**config.mk**
```make
export PLATFORM = sky130hd
export DESIGN_NAME = pan_tilt_pid_tracker
export DESIGN_NICKNAME = d
export VERILOG_FILES = /design/src/rtl/core/ptpt_pkg.sv /design/src/rtl/core/pan_tilt_pid_tracker.sv /design/src/rtl/core/ptpt_mul.sv /design/src/rtl/core/ptpt_div.sv
export SDC_FILE = /design/constraint.sdc
export NUM_CORES = 2
export LEC_CHECK = 0
export BUFFER_PORTS_ARGS = -buffer_cell sky130_fd_sc_hd__buf_2
export CORE_MARGIN = 1.5
export CORE_UTILIZATION = 50
export DETAILED_ROUTE_END_ITERATION = 8
export GPL_ROUTABILITY_DRIVEN = 0
export PLACE_DENSITY = 0.66
export RECOVER_POWER = 100
export SYNTH_ARGS = -nofsm -noshare
export SYNTH_HDL_FRONTEND = slang
export SYNTH_SLANG_ARGS = --single-unit
```
**constraint.sdc**
```tcl
create_clock -name clk_i -period 22.5 [get_ports clk_i]
set_input_delay 3.375 -clock clk_i [delete_from_list [all_inputs] [get_ports clk_i]]
set_output_delay 3.375 -clock clk_i [all_outputs]
set_load 0.1 [all_outputs]
```
**src/rtl/core/ptpt_pkg.sv**
```systemverilog
// Shared types, constants and widths for the pan/tilt PID tracker.
package ptpt_pkg;

  localparam int COORD_BITS_DEF = 10;

  localparam int GAIN_W  = 24;
  localparam int FRAC_W  = 24;
  localparam int TGT_W   = 10;
  localparam int LIM_W   = 7;
  localparam int DT_W    = 20;
  localparam int ANG_W   = 8;
  localparam int INT_W   = 48;
  localparam int SUM_W   = 64;
  localparam int CFG_IDX_W = 3;

  localparam int MUL_AW = 48;
  localparam int MUL_BW = 24;
  localparam int DIV_NW = MUL_AW + MUL_BW;
  localparam int DIV_DW = 20;

  localparam int ONE_MILLION = 1000000;
  localparam int DEADBAND    = 2;
  localparam int PAN_MAX     = 180;
  localparam int TILT_MAX    = 170;
  localparam int PAN_RESET   = 90;
  localparam int TILT_RESET  = 30;

  localparam logic [GAIN_W-1:0] PAN_KP_RESET  = 24'd100663;
  localparam logic [GAIN_W-1:0] PAN_KI_RESET  = 24'd10066;
  localparam logic [GAIN_W-1:0] TILT_KP_RESET = 24'd134218;
  localparam logic [GAIN_W-1:0] TILT_KI_RESET = 24'd10066;
  localparam logic [GAIN_W-1:0] KD_RESET      = 24'd33554;
  localparam logic [TGT_W-1:0]  TGT_X_RESET   = 10'd150;
  localparam logic [TGT_W-1:0]  TGT_Y_RESET   = 10'd120;
  localparam logic [LIM_W-1:0]  LIMIT_RESET   = 7'd45;

  typedef enum logic [CFG_IDX_W-1:0] {
    CFG_PAN_KP   = 3'd0,
    CFG_PAN_KI   = 3'd1,
    CFG_TILT_KP  = 3'd2,
    CFG_TILT_KI  = 3'd3,
    CFG_KD       = 3'd4,
    CFG_TARGET_X = 3'd5,
    CFG_TARGET_Y = 3'd6,
    CFG_LIMIT    = 3'd7
  } cfg_idx_e;

  typedef enum logic [3:0] {
    ST_IDLE,
    ST_SETUP,
    ST_M_EDT,
    ST_M_P,
    ST_M_I,
    ST_D_I,
    ST_M_D1,
    ST_M_D2,
    ST_D_D,
    ST_CLAMP,
    ST_ROUND,
    ST_NEXT,
    ST_DONE
  } state_e;

endpackage

```
**src/rtl/core/pan_tilt_pid_tracker.sv**
```systemverilog
// Top level of the pan/tilt PID tracker: sequencer, axis state and output register.
//
//   channel  direction  handshake                     payload
//   in       sink       in_valid_i / in_stall_o       face_valid_i nose_x_i nose_y_i dt_us_i
//   out      source     out_valid_o / out_stall_i     pan_deg_o tilt_deg_o pan/tilt_active_o
//   cfg      sink       cfg_valid_i / cfg_ready_o     cfg_index_i cfg_data_i
//
// The time from one accepted item to the next is longest when both axes are outside the
// deadband and shortest when neither is. It is set by the bit-serial multiplier (five
// products per axis) and the restoring divider (two divisions per axis), plus the setup,
// clamp, round and step states; no new item is taken until the result is loaded.
// Reset returns gains, targets, limit, PID state and angles to their defaults.
// A stalled result is held in the output register while the next item is worked on.
module pan_tilt_pid_tracker
  import ptpt_pkg::*;
#(
  parameter int COORD_BITS = COORD_BITS_DEF
) (
  input  logic                  clk_i,
  input  logic                  rst_ni,
  input  logic                  in_valid_i,
  output logic                  in_stall_o,
  input  logic                  face_valid_i,
  input  logic [COORD_BITS-1:0] nose_x_i,
  input  logic [COORD_BITS-1:0] nose_y_i,
  input  logic [DT_W-1:0]       dt_us_i,
  output logic                  out_valid_o,
  input  logic                  out_stall_i,
  output logic [ANG_W-1:0]      pan_deg_o,
  output logic [ANG_W-1:0]      tilt_deg_o,
  output logic                  pan_active_o,
  output logic                  tilt_active_o,
  input  logic                  cfg_valid_i,
  output logic                  cfg_ready_o,
  input  logic [CFG_IDX_W-1:0]  cfg_index_i,
  input  logic [GAIN_W-1:0]     cfg_data_i
);

  localparam int EW  = COORD_BITS + 1;
  localparam int DEW = COORD_BITS + 2;
  localparam int PW  = MUL_AW + MUL_BW;

  localparam logic signed [EW-1:0]    DB_P = EW'(DEADBAND);
  localparam logic signed [EW-1:0]    DB_N = -DB_P;
  localparam logic signed [INT_W:0]   IMAX = {2'b00, {(INT_W-1){1'b1}}};
  localparam logic [SUM_W-1:0]        HALF = SUM_W'(1) << (FRAC_W - 1);
  localparam logic signed [ANG_W+1:0] PAN_TOP  = (ANG_W+2)'(PAN_MAX);
  localparam logic signed [ANG_W+1:0] TILT_TOP = (ANG_W+2)'(TILT_MAX);

  // Configuration registers.
  logic [GAIN_W-1:0] pan_kp_q, pan_ki_q, tilt_kp_q, tilt_ki_q, kd_q;
  logic [TGT_W-1:0]  tgt_x_q, tgt_y_q;
  logic [LIM_W-1:0]  lim_q;

  // Control and axis state.
  state_e                  state_q, state_d;
  logic                    axis_q, go_q;
  logic signed [INT_W-1:0] integ_q [2];
  logic signed [EW-1:0]    last_q [2];
  logic [ANG_W-1:0]        pan_pos_q, tilt_pos_q;
  logic [1:0]              act_q;
  logic                    out_valid_q;

  // Item payload and working values.
  logic                    face_q;
  logic [COORD_BITS-1:0]   nx_q, ny_q;
  logic [DT_W-1:0]         dt_q;
  logic [EW-1:0]           emag_q;
  logic                    eneg_q;
  logic [DEW-1:0]          dmag_q;
  logic                    dneg_q;
  logic signed [SUM_W-1:0] s_q;
  logic [ANG_W-1:0]        out_pan_q, out_tilt_q;
  logic                    out_pact_q, out_tact_q;

  // Serial units.
  logic              mul_start, mul_done, div_start, div_done;
  logic [MUL_AW-1:0] mul_a;
  logic [MUL_BW-1:0] mul_b;
  logic [PW-1:0]     mul_p;
  logic [DIV_NW-1:0] div_n, div_q;
  logic [DIV_DW-1:0] div_d;

  ptpt_mul #(.AW(MUL_AW), .BW(MUL_BW)) u_mul (
    .clk_i, .rst_ni, .start_i(mul_start), .a_i(mul_a), .b_i(mul_b),
    .done_o(mul_done), .p_o(mul_p)
  );

  ptpt_div #(.NW(DIV_NW), .DW(DIV_DW)) u_div (
    .clk_i, .rst_ni, .start_i(div_start), .n_i(div_n), .d_i(div_d),
    .done_o(div_done), .q_o(div_q)
  );

  // Error of the current axis.
  logic [TGT_W+COORD_BITS-1:0] tgt_ext;
  logic [COORD_BITS-1:0]       tgt_c, nose_c;
  logic signed [EW-1:0]        e_c;
  logic signed [DEW-1:0]       de_c;
  logic                        active_c;

  assign tgt_ext  = {{COORD_BITS{1'b0}}, (axis_q ? tgt_y_q : tgt_x_q)};
  assign tgt_c    = tgt_ext[COORD_BITS-1:0];
  assign nose_c   = axis_q ? ny_q : nx_q;
  assign e_c      = $signed({1'b0, tgt_c}) - $signed({1'b0, nose_c});
  assign de_c     = $signed({e_c[EW-1], e_c}) - $signed({last_q[axis_q][EW-1], last_q[axis_q]});
  assign active_c = face_q && ((e_c > DB_P) || (e_c < DB_N));

  // Integral update after the error times dt product.
  logic signed [INT_W:0]   edt_s, isum;
  logic signed [INT_W-1:0] isat;
  logic signed [INT_W-1:0] integ_c;
  logic [MUL_AW-1:0]       imag_c;

  assign edt_s = eneg_q ? -$signed({1'b0, mul_p[INT_W-1:0]}) : $signed({1'b0, mul_p[INT_W-1:0]});
  assign isum  = $signed({integ_q[axis_q][INT_W-1], integ_q[axis_q]}) + edt_s;
  always_comb begin
    priority if (isum > IMAX) begin
      isat = IMAX[INT_W-1:0];
    end else if (isum < -IMAX) begin
      isat = INT_W'(-IMAX);
    end else begin
      isat = isum[INT_W-1:0];
    end
  end
  assign integ_c = integ_q[axis_q];
  assign imag_c  = MUL_AW'(integ_c[INT_W-1] ? -integ_c : integ_c);

  // Signed terms from unit results.
  logic signed [SUM_W-1:0] pmag_s, qmag_s, lim_s;
  assign pmag_s = $signed({1'b0, mul_p[SUM_W-2:0]});
  assign qmag_s = $signed({1'b0, div_q[SUM_W-2:0]});
  assign lim_s  = $signed(SUM_W'({lim_q, {FRAC_W{1'b0}}}));

  // Rounding and angle update.
  logic [SUM_W-1:0]        smag, srnd;
  logic [LIM_W-1:0]        rdeg;
  logic signed [ANG_W+1:0] delta, npos, nsat;
  logic [ANG_W-1:0]        cur_pos;
  logic                    sub_c;

  assign smag    = s_q[SUM_W-1] ? SUM_W'(-s_q) : SUM_W'(s_q);
  assign srnd    = smag + HALF;
  assign rdeg    = srnd[FRAC_W+LIM_W-1:FRAC_W];
  assign delta   = $signed({3'b000, rdeg});
  assign cur_pos = axis_q ? tilt_pos_q : pan_pos_q;
  // Tilt moves against the controller output.
  assign sub_c   = s_q[SUM_W-1] ^ axis_q;
  assign npos    = sub_c ? $signed({2'b00, cur_pos}) - delta : $signed({2'b00, cur_pos}) + delta;
  always_comb begin
    priority if (npos < 0) begin
      nsat = '0;
    end else if (axis_q && (npos > TILT_TOP)) begin
      nsat = TILT_TOP;
    end else if (!axis_q && (npos > PAN_TOP)) begin
      nsat = PAN_TOP;
    end else begin
      nsat = npos;
    end
  end

  logic op_done;
  logic out_load;
  assign out_load   = (state_q == ST_DONE) && (!out_valid_q || !out_stall_i);
  assign in_stall_o = (state_q != ST_IDLE);
  assign cfg_ready_o = 1'b1;

  always_comb begin
    unique case (state_q)
      ST_D_I, ST_D_D: op_done = div_done;
      default:        op_done = mul_done;
    endcase
  end

  // Next state.
  always_comb begin
    state_d = state_q;
    unique case (state_q)
      ST_IDLE:  if (in_valid_i) state_d = ST_SETUP;
      ST_SETUP: state_d = active_c ? ST_M_EDT : ST_NEXT;
      ST_M_EDT: if (op_done) state_d = ST_M_P;
      ST_M_P:   if (op_done) state_d = ST_M_I;
      ST_M_I:   if (op_done) state_d = ST_D_I;
      ST_D_I:   if (op_done) state_d = ST_M_D1;
      ST_M_D1:  if (op_done) state_d = ST_M_D2;
      ST_M_D2:  if (op_done) state_d = ST_D_D;
      ST_D_D:   if (op_done) state_d = ST_CLAMP;
      ST_CLAMP: state_d = ST_ROUND;
      ST_ROUND: state_d = ST_NEXT;
      ST_NEXT:  state_d = axis_q ? ST_DONE : ST_SETUP;
      ST_DONE:  if (out_load) state_d = ST_IDLE;
      default:  state_d = ST_IDLE;
    endcase
  end

  // Unit starts and operands.
  always_comb begin
    mul_start = 1'b0;
    div_start = 1'b0;
    mul_a     = MUL_AW'(dt_q);
    mul_b     = MUL_BW'(emag_q);
    div_n     = mul_p;
    div_d     = DIV_DW'(ONE_MILLION);
    unique case (state_q)
      ST_M_EDT: begin
        mul_start = !go_q;
      end
      ST_M_P: begin
        mul_start = !go_q;
        mul_a     = MUL_AW'(axis_q ? tilt_kp_q : pan_kp_q);
      end
      ST_M_I: begin
        mul_start = !go_q;
        mul_a     = imag_c;
        mul_b     = axis_q ? tilt_ki_q : pan_ki_q;
      end
      ST_D_I: begin
        div_start = !go_q;
      end
      ST_M_D1: begin
        mul_start = !go_q;
        mul_a     = MUL_AW'(kd_q);
        mul_b     = MUL_BW'(dmag_q);
      end
      ST_M_D2: begin
        mul_start = !go_q;
        mul_a     = mul_p[MUL_AW-1:0];
        mul_b     = MUL_BW'(ONE_MILLION);
      end
      ST_D_D: begin
        div_start = !go_q;
        div_d     = dt_q;
      end
      default: begin
      end
    endcase
  end

  // Control, configuration and axis state.
  always_ff @(posedge clk_i or negedge rst_ni) begin
    if (!rst_ni) begin
      state_q     <= ST_IDLE;
      axis_q      <= 1'b0;
      go_q        <= 1'b0;
      pan_kp_q    <= PAN_KP_RESET;
      pan_ki_q    <= PAN_KI_RESET;
      tilt_kp_q   <= TILT_KP_RESET;
      tilt_ki_q   <= TILT_KI_RESET;
      kd_q        <= KD_RESET;
      tgt_x_q     <= TGT_X_RESET;
      tgt_y_q     <= TGT_Y_RESET;
      lim_q       <= LIMIT_RESET;
      integ_q[0]  <= '0;
      integ_q[1]  <= '0;
      last_q[0]   <= '0;
      last_q[1]   <= '0;
      pan_pos_q   <= ANG_W'(PAN_RESET);
      tilt_pos_q  <= ANG_W'(TILT_RESET);
      act_q       <= '0;
      out_valid_q <= 1'b0;
    end else begin
      state_q <= state_d;
      if (mul_start || div_start) begin
        go_q <= 1'b1;
      end else if (op_done) begin
        go_q <= 1'b0;
      end

      if (cfg_valid_i && cfg_ready_o) begin
        unique case (cfg_idx_e'(cfg_index_i))
          CFG_PAN_KP:   pan_kp_q  <= cfg_data_i;
          CFG_PAN_KI:   pan_ki_q  <= cfg_data_i;
          CFG_TILT_KP:  tilt_kp_q <= cfg_data_i;
          CFG_TILT_KI:  tilt_ki_q <= cfg_data_i;
          CFG_KD:       kd_q      <= cfg_data_i;
          CFG_TARGET_X: tgt_x_q   <= cfg_data_i[TGT_W-1:0];
          CFG_TARGET_Y: tgt_y_q   <= cfg_data_i[TGT_W-1:0];
          CFG_LIMIT:    lim_q     <= cfg_data_i[LIM_W-1:0];
          default: begin
          end
        endcase
      end

      if (state_q == ST_IDLE) begin
        axis_q <= 1'b0;
      end
      if (state_q == ST_NEXT) begin
        axis_q <= 1'b1;
      end

      if (state_q == ST_SETUP) begin
        act_q[axis_q] <= active_c;
        if (active_c) begin
          last_q[axis_q] <= e_c;
        end else begin
          integ_q[axis_q] <= '0;
          last_q[axis_q]  <= '0;
        end
      end
      if ((state_q == ST_M_EDT) && mul_done) begin
        integ_q[axis_q] <= isat;
      end
      if (state_q == ST_ROUND) begin
        if (axis_q) begin
          tilt_pos_q <= nsat[ANG_W-1:0];
        end else begin
          pan_pos_q <= nsat[ANG_W-1:0];
        end
      end

      if (out_load) begin
        out_valid_q <= 1'b1;
      end else if (!out_stall_i) begin
        out_valid_q <= 1'b0;
      end
    end
  end

  // Payload registers.
  always_ff @(posedge clk_i) begin
    if ((state_q == ST_IDLE) && in_valid_i) begin
      face_q <= face_valid_i;
      nx_q   <= nose_x_i;
      ny_q   <= nose_y_i;
      dt_q   <= (dt_us_i == '0) ? DT_W'(1) : dt_us_i;
    end
    if (state_q == ST_SETUP) begin
      eneg_q <= e_c[EW-1];
      emag_q <= EW'(e_c[EW-1] ? -e_c : e_c);
      dneg_q <= de_c[DEW-1];
      dmag_q <= DEW'(de_c[DEW-1] ? -de_c : de_c);
    end
    if ((state_q == ST_M_P) && mul_done) begin
      s_q <= eneg_q ? -pmag_s : pmag_s;
    end
    if ((state_q == ST_D_I) && div_done) begin
      s_q <= integ_c[INT_W-1] ? s_q - qmag_s : s_q + qmag_s;
    end
    if ((state_q == ST_D_D) && div_done) begin
      s_q <= dneg_q ? s_q - qmag_s : s_q + qmag_s;
    end
    if (state_q == ST_CLAMP) begin
      priority if (s_q > lim_s) begin
        s_q <= lim_s;
      end else if (s_q < -lim_s) begin
        s_q <= -lim_s;
      end else begin
        s_q <= s_q;
      end
    end
    if (out_load) begin
      out_pan_q  <= pan_pos_q;
      out_tilt_q <= tilt_pos_q;
      out_pact_q <= act_q[0];
      out_tact_q <= act_q[1];
    end
  end

  assign out_valid_o   = out_valid_q;
  assign pan_deg_o     = out_pan_q;
  assign tilt_deg_o    = out_tilt_q;
  assign pan_active_o  = out_pact_q;
  assign tilt_active_o = out_tact_q;

endmodule

```
**src/rtl/core/ptpt_mul.sv**
```systemverilog
// Bit-serial unsigned shift-and-add multiplier, one multiplier bit per cycle.
module ptpt_mul
  import ptpt_pkg::*;
#(
  parameter int AW = MUL_AW,
  parameter int BW = MUL_BW
) (
  input  logic             clk_i,
  input  logic             rst_ni,
  input  logic             start_i,
  input  logic [AW-1:0]    a_i,
  input  logic [BW-1:0]    b_i,
  output logic             done_o,
  output logic [AW+BW-1:0] p_o
);

  localparam int CW = $clog2(BW + 1);

  logic [AW+BW-1:0] acc_q, a_q;
  logic [BW-1:0]    b_q;
  logic [CW-1:0]    cnt_q;
  logic             busy_q, done_q;

  always_ff @(posedge clk_i or negedge rst_ni) begin
    if (!rst_ni) begin
      busy_q <= 1'b0;
      done_q <= 1'b0;
      cnt_q  <= '0;
    end else begin
      done_q <= busy_q && (cnt_q == CW'(1));
      if (start_i) begin
        busy_q <= 1'b1;
        cnt_q  <= CW'(BW);
      end else if (busy_q) begin
        cnt_q <= cnt_q - CW'(1);
        if (cnt_q == CW'(1)) begin
          busy_q <= 1'b0;
        end
      end
    end
  end

  always_ff @(posedge clk_i) begin
    if (start_i) begin
      acc_q <= '0;
      a_q   <= (AW+BW)'(a_i);
      b_q   <= b_i;
    end else if (busy_q) begin
      if (b_q[0]) begin
        acc_q <= acc_q + a_q;
      end
      a_q <= {a_q[AW+BW-2:0], 1'b0};
      b_q <= {1'b0, b_q[BW-1:1]};
    end
  end

  assign done_o = done_q;
  assign p_o    = acc_q;

endmodule

```
**src/rtl/core/ptpt_div.sv**
```systemverilog
// Restoring unsigned divider, one quotient bit per cycle.
module ptpt_div
  import ptpt_pkg::*;
#(
  parameter int NW = DIV_NW,
  parameter int DW = DIV_DW
) (
  input  logic          clk_i,
  input  logic          rst_ni,
  input  logic          start_i,
  input  logic [NW-1:0] n_i,
  input  logic [DW-1:0] d_i,
  output logic          done_o,
  output logic [NW-1:0] q_o
);

  localparam int CW = $clog2(NW + 1);

  logic [NW-1:0] work_q;
  logic [DW-1:0] rem_q, d_q;
  logic [DW:0]   sh;
  logic          fits;
  logic [CW-1:0] cnt_q;
  logic          busy_q, done_q;

  assign sh   = {rem_q, work_q[NW-1]};
  assign fits = sh >= {1'b0, d_q};

  always_ff @(posedge clk_i or negedge rst_ni) begin
    if (!rst_ni) begin
      busy_q <= 1'b0;
      done_q <= 1'b0;
      cnt_q  <= '0;
    end else begin
      done_q <= busy_q && (cnt_q == CW'(1));
      if (start_i) begin
        busy_q <= 1'b1;
        cnt_q  <= CW'(NW);
      end else if (busy_q) begin
        cnt_q <= cnt_q - CW'(1);
        if (cnt_q == CW'(1)) begin
          busy_q <= 1'b0;
        end
      end
    end
  end

  always_ff @(posedge clk_i) begin
    if (start_i) begin
      work_q <= n_i;
      rem_q  <= '0;
      d_q    <= d_i;
    end else if (busy_q) begin
      // The remainder stays below the divisor, so the trial value needs one extra bit.
      if (fits) begin
        rem_q <= DW'(sh - {1'b0, d_q});
      end else begin
        rem_q <= sh[DW-1:0];
      end
      work_q <= {work_q[NW-2:0], fits};
    end
  end

  assign done_o = done_q;
  assign q_o    = work_q;

endmodule

```
### After elaboration in Yosys (flattened, before gate mapping)

Index checks and enable logic that the tools add are counted.

| cells by class | value |
|---|---|
| $add $sub $neg | 19 |
| magnitude comparators | 14 |
| equal/unequal tests | 32 |
| muxes and demuxes | 84 |
| bitwise logic cells | 7 |
| reductions and logical operators | 44 |

Operators with widths:

| operator | number |
|---|---|
| $mux 64 | 9 |
| $mux 48 | 9 |
| $mux 96 | 3 |
| $pmux 48 s4 | 1 |
| $mux 72 | 2 |
| $and 96x96->96 | 1 |
| $bwmux 96 | 1 |
| $mux 24 | 4 |
| $not 96->96 | 1 |
| $add 72x72->72 | 1 |
| $pmux 24 s3 | 1 |
| $add 64x64->64 | 1 |
| $gt 64x32->1 | 1 |
| $lt 64x64->1 | 1 |
| $neg 31->64 | 1 |
| $neg 63->64 | 1 |
| $sub 64x64->64 | 1 |
| $mux 11 | 5 |
| $pmux 4 s13 | 1 |
| $add 48x49->49 | 1 |
| $gt 49x48->1 const B | 1 |
| $lt 49x48->1 const B | 1 |
| $mux 49 | 1 |
| $neg 48->49 | 1 |
| 64 further kinds | 150 |

| storage, ports and cells | value |
|---|---|
| register bits | 734 |
| output and inout bits | 21 |
| word-level logic and storage cells | 247 |

### Longest topological paths before layout

| logic depth | value |
|---|---|
| word-level depth | 11 |
| gate-level depth with buffers | 31 |
| depth with buffers taken out | 22 |

### Modules after synthesis

From an unflattened synthesis, not the netlist that was laid out.

| second synthesis, totals | value |
|---|---|
| cell total of the unflattened synthesis | 5984 |
| area total of the unflattened synthesis | 54971.5 um2 |

By module, submodules not included:

| module | instances | cells each | area each (um2) | seq. area each (um2) |
|---|---|---|---|---|
| pan_tilt_pid_tracker | 1 | 4264 | 37692.4 | 11768.8 |
| ptpt_mul | 1 | 1220 | 11116.9 | 4259.1 |
| ptpt_div | 1 | 500 | 6162.2 | 3388.2 |

### Least setup slack after synthesis

Ideal clock, no wire load.

| timing path | value |
|---|---|
| path kind | register to register |
| start | register axis_q |
| end | register integ_q[86] (netlist bit) |
| arrival time | 7216 ps |
| required time | 22374 ps |
| setup slack | 15157 ps |
| stages on the path, launching flop included | 26 |
| buffers on the path | 10 |
| period minus slack after synthesis | 7343 ps |
| cell sequence | dfrtp_1 -> clkbuf_1 -> buf_2 -> buf_1 -> buf_2 -> buf_2 -> buf_1 -> buf_2 -> buf_1 -> buf_2 -> mux2i_1 -> inv_1 -> ha_1 -> a211o_1 -> a21oi_1 -> a21o_1 -> a21oi_1 -> nor3b_1 -> a21oi_1 -> or4b_1 -> and3_1 -> or4bb_1 -> or4b_1 -> nor3b_4 -> buf_6 -> a221o_1 |

| on the way | value |
|---|---|
| word-level cells in the longest chain between the ends | 11 |
| elaborated cells between the ends (all ways) | 27 |

Ends and longest elaborated chain:

| what | line | text |
|---|---|---|
| start: declaration | pan_tilt_pid_tracker.sv:57 | `logic axis_q, go_q;` |
| start signal: assignment | pan_tilt_pid_tracker.sv:242 | `axis_q <= 1'b0;` |
| start signal: assignment | pan_tilt_pid_tracker.sv:284 | `axis_q <= 1'b0;` |
| start signal: assignment | pan_tilt_pid_tracker.sv:287 | `axis_q <= 1'b1;` |
| parallel branches: the longest is 10 deep, another holds $add 48x49->49 | - |  |
| $mux 96 * | pan_tilt_pid_tracker.sv:299 | `if ((state_q == ST_M_EDT) && mul_done) begin` |
| end signal: indexed assignment | pan_tilt_pid_tracker.sv:300 | `integ_q[axis_q] <= isat;` |
| end: declaration | pan_tilt_pid_tracker.sv:58 | `logic signed [INT_W-1:0] integ_q [2];` |

Mark *: on every way between the ends. The select of a mux whose other input is x is not followed.
A chain may end at the register's enable or synchronous reset.

### Worst setup path after layout

| timing path | value |
|---|---|
| start | register axis_q |
| end | register integ_q[50] (netlist bit) |

Same word-level chain as after synthesis.

==> run metrics <==
status=finished, violations left; failing checks=max-capacitance violations, max-slew violations; mapped cell area=between 0.05 and 0.06 mm²; layout cells sized above 1=0.0881; Final Slew Violations=~1,400; #FFs+latches synth=approximately 730; Least-Margin Pin Slew=around 6.4 ns; DRT Pass-1 Iters=9; Clk Latency, worst-skew pair=0.68 ns; final setup vio count=0; PortBufs=92; Leak Pwr=23.5 nW; Cells after DPL=7,044; Clock Skew=~0.035 ns; area delta synth->final=7.37%; fin crit period=between 10 and 15 ns; Post-Layout Cell Count=~7,000; core area=between 0.1 and 0.15 mm²; post-cts gate resize count=0; routed len/inst=23.6 µm; share of the yosys chip area belonging to registers=0.368; Most common cell on crit path=clkbuf_1; area occupied by multi-input gates=between 0.03 and 0.04 mm²; WL final=approximately 170 mm; Synth Warn #=0; Layout fillers=between 9,000 and 10,000; # Max-Cap Violations=29; CP max-delay cell=clkbuf_1; syn_nets=about 6,300; DRT iter0 DRCs=5,954; Setup TNS=0 ns; Slew headroom=-3.26; CTS tree=done; ant diodes=0; crit path DAT=about 13 ns; H-tree depth=3; Async SR Flop Fraction=0.417; Die Height=around 330 µm; Setup CP Type=reg -> reg; critical path required time=roughly 23 ns; Final Hold Vio Count=0; Mapped Avg Cell Area=between 9 and 10 µm²; vias per inst=between 6 and 7; min-delay worst type=reg -> reg; Die Area=0.108 mm²; # rows=119; antenna violations before repair=3; dominant synthesized flop cell=edfxtp_1; largest net degree at the start of global routing=110; most frequent cells in the layout=nand2_1 (590), a21oi_1 (474), o21ai_0 (432), nor2_1 (392), ha_1 (361); hold buffers post-CTS=0; I/O pins=between 90 and 100; clock root cell=clkbuf_16; nets@finish=between 6,000 and 7,000; # DRC=0; DR vias=between 40,000 and 50,000; die width=328 µm; Placement Setup Slack=~15 ns; Unique masters post-synth=between 90 and 100; cells after synthesis=5,851; crit path max fanout=53; maximum vdd drop=around 0.14 mV; clock sink total=734; Post-DP HPWL=between 100 and 150 mm; vias in the first global route=43,000; TritonCTS Buffers=80; setup bufs post-CTS=0; number of flops mapped to enable cells by yosys=around 310; aggregate global routing overflow=0; slowest cell delay on critical path=2.59 ns; FMAX=between 0.07 and 0.08 GHz; number of antenna-violating nets in the routed design=0; RSZ-0062 raised after global routing=no; GRT Overall Usage=0.307; initial core utilization=0.503; Worst setup SP type=register; most common cell after layout, fill and taps aside=nand2_1; Clock Pin Slew Worst Setup and Hold Paths=0.06 ns; crit path cell chain=clkbuf_1 > clkbuf_1 > mux2_1 > fa_1 > nand2_1 > nand2_1 > a21oi_1 > o21bai_1 > a2111oi_0 > nor2_1 > xnor2_1 > nor4_1 > a41o_1 > a41oi_1 > o21a_1 > clkbuf_1 > a221o_1; Total Power Consumption=10.0 mW; crit end category=register; first-pass GRT wire length=around 260 mm; Sequential cell area=0.0194 mm²; worst setup margin=approximately 10 ns; Tcrit/Tclk final=0.558; Max Buffers Root-to-Sink=3; pwr/cell area=~180 mW/mm²
==> flip-flops by register name (all words and copies together) (netlist names), 22 cells and up <==
| name | flops |
|---|---|
| integ_q | 96 |
| kd_q | 24 |
| last_q | 22 |
| pan_ki_q | 24 |
| pan_kp_q | 24 |
| s_q | 64 |
| tilt_ki_q | 24 |
| tilt_kp_q | 24 |
| u_div.q_o | 72 |
| u_mul.a_q | 72 |
| u_mul.b_q | 24 |
| u_mul.p_o | 72 |
==> area by class of cell <==
cell class              instances  share of cell area
clock inverters                36             0.00759
clock buffers                 114              0.0399
multi-input cells            4474               0.547
well taps                    1391              0.0307
inverters                     292              0.0194
flip-flops and latches        734               0.342
repair buffers                153              0.0134
==> kinds of logic after synthesis <==
kind of cell / count (synthesis) / synth area share
xor+xnor: 338 / 0.0568
buf+inv: 643 / 0.0474
compound gates: 1800 / 0.225
flops: 734 / 0.368
other cells: 1 / 0.0000710
simple gates: 1632 / 0.146
fa+ha+maj: 374 / 0.0897
mux: 329 / 0.0675
==> power breakdown <==
| part | internal (mW) | switching [mW] |
|---|---|---|
| sequential | 2.04 | 0.475 |
| clock | 0.769 | 0.589 |
| combinational | 2.26 | 3.91 |
| total | 5.07 | 4.98 |
==> cells in the mapped netlist (61+ instances only) <==
master      n  area share
o21ai_0   431       0.041
o31ai_1    79       0.011
mux2_2    217       0.046
inv_1     284       0.020
mux2i_1   112       0.021
nor4_1     61      0.0072
nand3_1    68      0.0064
o21bai_1   78       0.011
nor2_1    396       0.028
nand2_1   591       0.042
xor2_1     86       0.014
nand4_1    75      0.0089
dfrtp_1   252        0.12
a221o_1   113       0.021
dfxtp_1   116       0.044
a21oi_1   474       0.045
edfxtp_1  312        0.18
xnor2_1   250       0.041
clkbuf_1  303       0.022
ha_1      361       0.086
a21o_1    129       0.018
nor3_1    109       0.010
==> critical path: cells and delay by family (launching register included) <==
family          cells  cell delay, ns
xor+xnor            1            0.38
simple gates        4            0.36
fa+ha+maj           1            0.48
buf+inv             3            6.52
flops               1            1.81
mux                 1            0.52
compound gates      7            2.27
==> routing by layer <==
layer	routed length [µm]	track usage	up-vias
li1	-	-	21400
met1	73500	0.444	22700
met2	74200	0.466	2289
met3	16500	0.0481	309
met4	5830	0.106	0
met5	0	0	-
==> final timing paths <==
check                      slack, ns  cells past startpoint      from             end
max reg2reg                     9.95                     17    axis_q     integ_q[50]
min                             0.47                      0  act_q[1]   tilt_active_o
min reg2reg                     0.47                      0  act_q[1]   tilt_active_o
max                             9.95                     17    axis_q     integ_q[50]
min in group asynchronous       4.99                      1    rst_ni  u_div.cnt_q[4]
max in group asynchronous      10.65                      4    rst_ni      last_q[10]
==> through the flow <==
step	hold slack (ns)	util	instance area, µm²
finish	0.468	0.540	56700
global route	0.486	0.540	56700
CTS	0.470	0.543	57000
detailed placement	0.455	0.517	54300
global placement	0.438	0.517	54300
floorplan	0.421	-	52800
No activity file was read; power rests on OpenSTA's default activity.
